### src/rtl/rk4sd_pkg.sv
package rk4sd_pkg;

   localparam int WORD_W = 64;
   localparam int STEP_W = 63;
   localparam int SRC_W  = 5;
   localparam int PC_W   = 6;
   localparam int CSR_IDX_W = 3;

   localparam logic [PC_W-1:0] PROG_LAST = 6'd41;

   localparam logic [CSR_IDX_W-1:0] CSR_LINEAR   = 3'd0;
   localparam logic [CSR_IDX_W-1:0] CSR_CUBIC    = 3'd1;
   localparam logic [CSR_IDX_W-1:0] CSR_INV_MASS = 3'd2;
   localparam logic [CSR_IDX_W-1:0] CSR_TOL      = 3'd3;
   localparam logic [CSR_IDX_W-1:0] CSR_ADAPTIVE = 3'd4;

   localparam logic [WORD_W-1:0] RST_INV_MASS = 64'd281474976710656;
   localparam logic [STEP_W-1:0] RST_TOL      = 63'd281474977;

   localparam logic [3:0] DIVISOR_SIXTH   = 4'd6;
   localparam logic [3:0] DIVISOR_FIFTEEN = 4'd15;

   // floor(n/d) = (n * RECIP) >> (64 + RECIP_SHIFT), exact for any 64-bit n
   localparam logic [WORD_W-1:0] RECIP_SIXTH         = 64'hAAAA_AAAA_AAAA_AAAB;
   localparam logic [1:0]        RECIP_SHIFT_SIXTH   = 2'd2;
   localparam logic [WORD_W-1:0] RECIP_FIFTEEN       = 64'h8888_8888_8888_8889;
   localparam logic [1:0]        RECIP_SHIFT_FIFTEEN = 2'd3;

   localparam logic [WORD_W-1:0] WORD_MAX = 64'h7FFF_FFFF_FFFF_FFFF;
   localparam logic [WORD_W-1:0] WORD_MIN = 64'h8000_0000_0000_0000;
   localparam logic [STEP_W-1:0] STEP_MAX = 63'h7FFF_FFFF_FFFF_FFFF;

   // operand codes: scratch memory below 16, dedicated sources from 16 up
   localparam logic [SRC_W-1:0] SRC_Y     = 5'd0;
   localparam logic [SRC_W-1:0] SRC_T1    = 5'd1;
   localparam logic [SRC_W-1:0] SRC_T2    = 5'd2;
   localparam logic [SRC_W-1:0] SRC_T3    = 5'd3;
   localparam logic [SRC_W-1:0] SRC_T4    = 5'd4;
   localparam logic [SRC_W-1:0] SRC_K1    = 5'd5;
   localparam logic [SRC_W-1:0] SRC_K2    = 5'd6;
   localparam logic [SRC_W-1:0] SRC_K3    = 5'd7;
   localparam logic [SRC_W-1:0] SRC_K4    = 5'd8;
   localparam logic [SRC_W-1:0] SRC_Y0    = 5'd16;
   localparam logic [SRC_W-1:0] SRC_A1    = 5'd17;
   localparam logic [SRC_W-1:0] SRC_A3    = 5'd18;
   localparam logic [SRC_W-1:0] SRC_IM    = 5'd19;
   localparam logic [SRC_W-1:0] SRC_HALF  = 5'd20;
   localparam logic [SRC_W-1:0] SRC_HS    = 5'd21;
   localparam logic [SRC_W-1:0] SRC_SIXTH = 5'd22;
   localparam logic [SRC_W-1:0] SRC_ZERO  = 5'd23;
   localparam logic [SRC_W-1:0] DST_RES   = 5'd16;

   typedef enum logic [1:0] {
      OP_ADD,
      OP_NEG,
      OP_MUL
   } op_type;

   typedef struct packed {
      op_type           op;
      logic [SRC_W-1:0] a;
      logic [SRC_W-1:0] b;
      logic [SRC_W-1:0] dst;
   } uop_type;

   typedef enum logic [1:0] {
      SUGG_KEEP,
      SUGG_DOUBLE
   } sugg_type;

   typedef struct packed {
      logic       load;
      logic       pass_setup;
      logic [1:0] pass;
      logic       div_start;
      logic       div_err;
      logic       uop_start;
      uop_type    uop;
      logic       latch_whole;
      logic       latch_two_half;
      logic       halve_h;
      logic       finish;
      sugg_type   sugg;
      logic       limit;
   } cmd_type;

   typedef struct packed {
      logic uop_done;
      logic div_done;
      logic err_gt;
      logic err_lt;
      logic adaptive;
      logic out_free;
   } status_type;

   typedef enum logic [3:0] {
      ST_IDLE,
      ST_SETUP,
      ST_DIV6,
      ST_ISSUE,
      ST_WAIT,
      ST_PASS_END,
      ST_ERR_DIV,
      ST_DECIDE,
      ST_FINISH
   } state_type;

   function automatic uop_type mk_uop(input op_type op, input logic [SRC_W-1:0] a,
                                      input logic [SRC_W-1:0] b,
                                      input logic [SRC_W-1:0] dst);
      uop_type u;
      u.op  = op;
      u.a   = a;
      u.b   = b;
      u.dst = dst;
      return u;
   endfunction

   // f(y) = -(a1*y + a3*y^3) * (1/m), y in SRC_Y
   function automatic uop_type deriv_uop(input logic [2:0] off, input logic [SRC_W-1:0] dst);
      uop_type u;
      case (off)
         3'd0: u = mk_uop(OP_MUL, SRC_Y, SRC_Y, SRC_T1);
         3'd1: u = mk_uop(OP_MUL, SRC_T1, SRC_Y, SRC_T1);
         3'd2: u = mk_uop(OP_MUL, SRC_A1, SRC_Y, SRC_T2);
         3'd3: u = mk_uop(OP_MUL, SRC_A3, SRC_T1, SRC_T1);
         3'd4: u = mk_uop(OP_ADD, SRC_T2, SRC_T1, SRC_T1);
         3'd5: u = mk_uop(OP_NEG, SRC_T1, SRC_T1, SRC_T1);
         default: u = mk_uop(OP_MUL, SRC_T1, SRC_IM, dst);
      endcase
      return u;
   endfunction

   // one RK4 step from SRC_Y0 with step SRC_HS, result to DST_RES
   function automatic uop_type prog_uop(input logic [PC_W-1:0] pc);
      uop_type u;
      if (pc == 6'd0) begin
         u = mk_uop(OP_ADD, SRC_Y0, SRC_ZERO, SRC_Y);
      end else if (pc <= 6'd7) begin
         u = deriv_uop(3'(pc - 6'd1), SRC_K1);
      end else if (pc == 6'd8) begin
         u = mk_uop(OP_MUL, SRC_HALF, SRC_K1, SRC_T3);
      end else if (pc == 6'd9) begin
         u = mk_uop(OP_ADD, SRC_Y0, SRC_T3, SRC_Y);
      end else if (pc <= 6'd16) begin
         u = deriv_uop(3'(pc - 6'd10), SRC_K2);
      end else if (pc == 6'd17) begin
         u = mk_uop(OP_MUL, SRC_HALF, SRC_K2, SRC_T3);
      end else if (pc == 6'd18) begin
         u = mk_uop(OP_ADD, SRC_Y0, SRC_T3, SRC_Y);
      end else if (pc <= 6'd25) begin
         u = deriv_uop(3'(pc - 6'd19), SRC_K3);
      end else if (pc == 6'd26) begin
         u = mk_uop(OP_MUL, SRC_HS, SRC_K3, SRC_T3);
      end else if (pc == 6'd27) begin
         u = mk_uop(OP_ADD, SRC_Y0, SRC_T3, SRC_Y);
      end else if (pc <= 6'd34) begin
         u = deriv_uop(3'(pc - 6'd28), SRC_K4);
      end else if (pc == 6'd35) begin
         u = mk_uop(OP_ADD, SRC_K2, SRC_K2, SRC_T3);
      end else if (pc == 6'd36) begin
         u = mk_uop(OP_ADD, SRC_K1, SRC_T3, SRC_T3);
      end else if (pc == 6'd37) begin
         u = mk_uop(OP_ADD, SRC_K3, SRC_K3, SRC_T4);
      end else if (pc == 6'd38) begin
         u = mk_uop(OP_ADD, SRC_T4, SRC_K4, SRC_T4);
      end else if (pc == 6'd39) begin
         u = mk_uop(OP_ADD, SRC_T3, SRC_T4, SRC_T3);
      end else if (pc == 6'd40) begin
         u = mk_uop(OP_MUL, SRC_SIXTH, SRC_T3, SRC_T3);
      end else begin
         u = mk_uop(OP_ADD, SRC_Y0, SRC_T3, DST_RES);
      end
      return u;
   endfunction

endpackage

### src/rtl/rk4sd_ctrl.sv
module rk4sd_ctrl #(
   parameter int MAX_HALVINGS = 32
) (
   input  logic                  clock,
   input  logic                  reset,
   input  logic                  req_valid,
   output logic                  idle,
   input  rk4sd_pkg::status_type status,
   output rk4sd_pkg::cmd_type    cmd
);

   localparam int HCNT_W = $clog2(MAX_HALVINGS + 1);

   rk4sd_pkg::state_type state_ff, state_in;
   logic [1:0]                     pass_ff;
   logic [rk4sd_pkg::PC_W-1:0]     pc_ff;
   logic [HCNT_W-1:0]              halv_ff;
   logic                           limit_reached;

   assign limit_reached = (halv_ff == HCNT_W'(MAX_HALVINGS));

   always_ff @(posedge clock) begin
      if (reset) begin
         state_ff <= rk4sd_pkg::ST_IDLE;
      end else begin
         state_ff <= state_in;
      end
   end

   always_comb begin
      state_in = state_ff;
      case (state_ff)
         rk4sd_pkg::ST_IDLE: begin
            if (req_valid) state_in = rk4sd_pkg::ST_SETUP;
         end
         rk4sd_pkg::ST_SETUP:  state_in = rk4sd_pkg::ST_DIV6;
         rk4sd_pkg::ST_DIV6: begin
            if (status.div_done) state_in = rk4sd_pkg::ST_ISSUE;
         end
         rk4sd_pkg::ST_ISSUE:  state_in = rk4sd_pkg::ST_WAIT;
         rk4sd_pkg::ST_WAIT: begin
            if (status.uop_done) begin
               state_in = (pc_ff == rk4sd_pkg::PROG_LAST) ? rk4sd_pkg::ST_PASS_END
                                                          : rk4sd_pkg::ST_ISSUE;
            end
         end
         rk4sd_pkg::ST_PASS_END: begin
            if (pass_ff != 2'd2) begin
               state_in = rk4sd_pkg::ST_SETUP;
            end else if (status.adaptive) begin
               state_in = rk4sd_pkg::ST_ERR_DIV;
            end else begin
               state_in = rk4sd_pkg::ST_FINISH;
            end
         end
         rk4sd_pkg::ST_ERR_DIV: begin
            if (status.div_done) state_in = rk4sd_pkg::ST_DECIDE;
         end
         rk4sd_pkg::ST_DECIDE: begin
            if (status.err_gt && !limit_reached) begin
               state_in = rk4sd_pkg::ST_SETUP;
            end else begin
               state_in = rk4sd_pkg::ST_FINISH;
            end
         end
         rk4sd_pkg::ST_FINISH: begin
            if (status.out_free) state_in = rk4sd_pkg::ST_IDLE;
         end
         default: state_in = rk4sd_pkg::ST_IDLE;
      endcase
   end

   always_ff @(posedge clock) begin
      if (reset) begin
         pass_ff <= 2'd0;
         pc_ff   <= '0;
         halv_ff <= '0;
      end else begin
         case (state_ff)
            rk4sd_pkg::ST_IDLE: begin
               pass_ff <= 2'd0;
               halv_ff <= '0;
            end
            rk4sd_pkg::ST_DIV6: pc_ff <= '0;
            rk4sd_pkg::ST_WAIT: begin
               if (status.uop_done) pc_ff <= pc_ff + 1'b1;
            end
            rk4sd_pkg::ST_PASS_END: pass_ff <= pass_ff + 2'd1;
            rk4sd_pkg::ST_DECIDE: begin
               pass_ff <= 2'd0;
               if (status.err_gt && !limit_reached) halv_ff <= halv_ff + 1'b1;
            end
            default: ;
         endcase
      end
   end

   always_comb begin
      cmd            = '0;
      cmd.pass       = pass_ff;
      cmd.uop        = rk4sd_pkg::prog_uop(pc_ff);
      cmd.sugg       = rk4sd_pkg::SUGG_KEEP;
      idle           = 1'b0;
      case (state_ff)
         rk4sd_pkg::ST_IDLE: begin
            idle     = 1'b1;
            cmd.load = req_valid;
         end
         rk4sd_pkg::ST_SETUP: begin
            cmd.pass_setup = 1'b1;
            cmd.div_start  = 1'b1;
         end
         rk4sd_pkg::ST_ISSUE: cmd.uop_start = 1'b1;
         rk4sd_pkg::ST_PASS_END: begin
            cmd.latch_whole    = (pass_ff == 2'd0);
            cmd.latch_two_half = (pass_ff == 2'd2);
            cmd.div_err        = 1'b1;
            cmd.div_start      = (pass_ff == 2'd2) && status.adaptive;
         end
         rk4sd_pkg::ST_DECIDE: cmd.halve_h = status.err_gt && !limit_reached;
         rk4sd_pkg::ST_FINISH: begin
            cmd.finish = status.out_free;
            if (status.adaptive && status.err_gt) begin
               cmd.limit = 1'b1;
            end else if (status.adaptive && status.err_lt) begin
               cmd.sugg = rk4sd_pkg::SUGG_DOUBLE;
            end
         end
         default: ;
      endcase
   end

endmodule

### config.mk
export PLATFORM = sky130hd
export DESIGN_NAME = rk4sd_ctrl
export DESIGN_NICKNAME = d
export VERILOG_FILES = /design/src/rtl/rk4sd_pkg.sv /design/src/rtl/rk4sd_ctrl.sv
export SDC_FILE = /design/constraint.sdc
export NUM_CORES = 1
export LEC_CHECK = 0
export ABC_AREA = 0
export BUFFER_PORTS_ARGS = -buffer_cell sky130_fd_sc_hd__buf_4
export CELL_PAD_IN_SITES_DETAIL_PLACEMENT = 2
export CELL_PAD_IN_SITES_GLOBAL_PLACEMENT = 2
export CORE_MARGIN = 2
export CORE_UTILIZATION = 35
export DETAILED_ROUTE_END_ITERATION = 7
export PLACE_DENSITY = 0.88
export SETUP_SLACK_MARGIN = 0.2
export SYNTH_ARGS = -nofsm -noshare
export SYNTH_HDL_FRONTEND = slang
export SYNTH_SLANG_ARGS = --single-unit
### constraint.sdc
create_clock -name clock -period 4.8 [get_ports clock]
set_clock_uncertainty 0.2 [all_clocks]
set_input_delay 0.72 -clock clock [delete_from_list [all_inputs] [get_ports clock]]
set_output_delay 0.72 -clock clock [all_outputs]
set_load 0.01 [all_outputs]
==> flow_summary.json <==
{
  "status": "completed",
  "ir_drop_mv": 0.1394,
  "cts_resized": 0,
  "pin_count": 41,
  "mostFrequentLayoutCells": "buf_4, nor2_1, nand2_1",
  "crit_path_end_kind": "primary output",
  "grt_pass1_wl_um": 18960,
  "vias": 3145,
  "crit_arrival_ns": 3.21,
  "timing.fmax_mhz": 242.0,
  "gp_congestion": 0.9256,
  "cts.sinks": 18,
  "start_kind": "register",
  "final_layout_size_suffix_gt1_share_pct": 18.14,
  "final_cells": 496,
  "antennaDiodeCount": 0,
  "setup_tns_ns": 0,
  "area_growth_pct": 12.30,
  "root_buffer": "clkbuf_8",
  "antenna_found_initial": 0,
  "drcViolationCount": 0,
  "rsz0062_at_grt": "no",
  "ctsHoldBuffers": 0,
  "met3_usage_pct": 4.481,
  "yosys_warnings": 0,
  "post_cts_buffers": 0,
  "ys.flop_type": "dfxtp_1",
  "floorplan.initialDensity_pct": 36.35,
  "synthDistinctLibCells": 74,
  "hold_path_class": "reg2reg",
  "synthArstFlopShare_pct": 0,
  "leakage_nw": 1.147,
  "tightest_slew_ns": 1.245,
  "grt_pass1_vias": 3394,
  "top_usage_layer": "met2",
  "grt_overflow": 0,
  "fin_crit_ns": 4.133,
  "track_usage_pct": 28.38,
  "path_class": "reg2out",
  "via_per_inst": 6.341,
  "syn_area_per_cell_sq_um": 6.940,
  "worstPathRequired_ns": 3.88,
  "placed_cells": 492,
  "fp.dieW_um": 91.26,
  "syn_inst": 384,
  "core_sq_um": 7331,
  "timing.final.crit_share_pct": 86.10,
  "die_height_um": 91.26,
  "mappedNetlistArea_sq_um": 2665,
  "postRouteAntennaNets": 0,
  "p_total_uw": 355.6,
  "use_met2_pct": 47.84,
  "clk_latency_ns": 0.27,
  "clockBufferDepth": 2,
  "ys_seq_elements": 18,
  "layout.nets": 421,
  "grt_start_max_net_pins": 27,
  "grt_util_met1_pct": 37.28,
  "synth_edf_count": 0,
  "max-slew-margin-rel_pct": 15.84,
  "final-hold-violation-count": 0,
  "cts-buffers-inserted": 3,
  "htreeDepth": 1,
  "rows": 31,
  "hpwl_um": 8566,
  "drtIter0Drc": 204,
  "cp_max_fo": 16,
  "synth_seq_area_share_pct": 13.52,
  "drt-total-wl_um": 11550,
  "cts_tree": "done",
  "drt_pass1_iterations": 4,
  "io_buffer_count": 38,
  "clk_transition_reported_paths_ns": 0.07,
  "cap_violations": 0,
  "drv_slew": 0,
  "dieArea_sq_um": 8328,
  "setup_viol": 0,
  "power.density_nw_per_um2": 118.8,
  "wl_per_cell_um": 23.29,
  "mostFrequentLayoutCell": "buf_4"
}
==> registers in the layout, indices dropped and copies added (netlist names) <==
signal and flops:
pass_ff 2, pc_ff 6, state_ff 4, halv_ff 6
==> per-stage QoR <==
stage               util, %  hold slack [ns]  setup slack, ns  instance area [sq um]
finish                40.83           0.3448           0.6674                   2993
CTS                   40.83           0.3557           0.7635                   2993
floorplan                 -           0.2794            1.643                   2669
global route          40.83           0.3912           0.4780                   2993
global placement      40.08           0.3064            1.289                   2938
detailed placement    40.08           0.3351            1.100                   2938
==> per-layer routing <==
layer | wire (um) | share of wire [%]
met2 | 5596 | 48
met4 | 247 | 2.1
met5 | 0 | 0
met3 | 567 | 4.9
met1 | 5140 | 44
==> worst max-delay path: stages, from the launching register on <==
cell       delay (ns)
dfxtp_1          0.45
inv_1            0.15
ha_1             0.47
nor2_1           0.55
nor3_1           0.19
a2111oi_2        0.58
nor2_1           0.14
o211ai_1         0.23
buf_4            0.16
==> power breakdown <==
| group | switching [mW] | total (mW) | internal [mW] |
|---|---|---|---|
| clock | 0.0615 | 0.135 | 0.0734 |
| sequential | 0.00638 | 0.158 | 0.151 |
| combinational | 0.0371 | 0.0630 | 0.0258 |
| total | 0.105 | 0.356 | 0.251 |
==> synthesized netlist by cell type (all sizes together) (2+ instances only) <==
master | instances | area [sq um]
a2111oi | 2 | 23.77
and2b | 2 | 15.01
a21boi | 2 | 15.02
nand3b | 4 | 30.03
o21bai | 2 | 15.01
and3 | 5 | 31.28
a31o | 3 | 26.28
nand3 | 12 | 60.06
o2111ai | 3 | 26.28
a21o | 2 | 15.01
nor4 | 2 | 18.77
clkbuf | 11 | 41.29
nor3 | 23 | 125.1
ha | 14 | 175.2
o2111a | 2 | 22.52
o21ai | 24 | 120.1
xor2 | 3 | 26.28
nand4 | 7 | 43.79
inv | 18 | 67.56
o221ai | 2 | 17.52
a221oi | 5 | 62.56
o22ai | 6 | 37.54
a211o | 4 | 35.03
a32oi | 3 | 26.28
a31oi | 5 | 31.28
a21oi | 24 | 120.1
nor3b | 5 | 37.54
o211ai | 5 | 37.54
nand2 | 26 | 105.1
nand2b | 8 | 50.05
mux2i | 2 | 20.02
or3 | 3 | 18.77
buf | 25 | 143.9
nor2 | 40 | 152.6
dfxtp | 18 | 360.4
nor2b | 7 | 43.79
o31ai | 2 | 15.01
and2 | 11 | 68.82
nor4bb | 2 | 20.02
xnor2 | 5 | 43.79
mux2 | 2 | 22.52
a22oi | 7 | 66.31
o2bb2ai | 2 | 17.52
or2 | 7 | 43.80
==> kinds of logic (layout without fill, tap and decap cells) <==
kind of cell               count (synthesis)  in the layout  synth area share (%)
AOI/OAI and AO/OA                        113            113                 30.75
xor gates and xnor gates                   8              8                 2.629
adders and majority gates                 14             14                 6.573
buffers and inverters                     54             66                 9.483
DFF                                       18             18                 13.52
muxes                                      4              4                 1.596
other                                      1              2                0.1407
and+or+nand+nor                          172            172                 35.31
==> worst paths after layout <==
check,from,to,slack (ns),depth (start not counted)
setup / recovery,pc_ff[0],cmd[16],0.67,8
hold reg to reg,halv_ff[5],halv_ff[5],0.34,2
hold / removal,halv_ff[5],halv_ff[5],0.34,2
setup reg to reg,state_ff[0],state_ff[2],2.15,5
==> final cells by class <==
| cell class | count | area [sq um] |
|---|---|---|
| clock buffers | 4 | 55.05 |
| flip-flops and latches | 18 | 360.3 |
| repair buffers | 44 | 330.3 |
| inverters | 18 | 67.56 |
| well taps | 99 | 123.9 |
| fillers | 863 | 4338 |
| multi-input cells | 313 | 2056 |
Power figures use the tool's default switching activity.
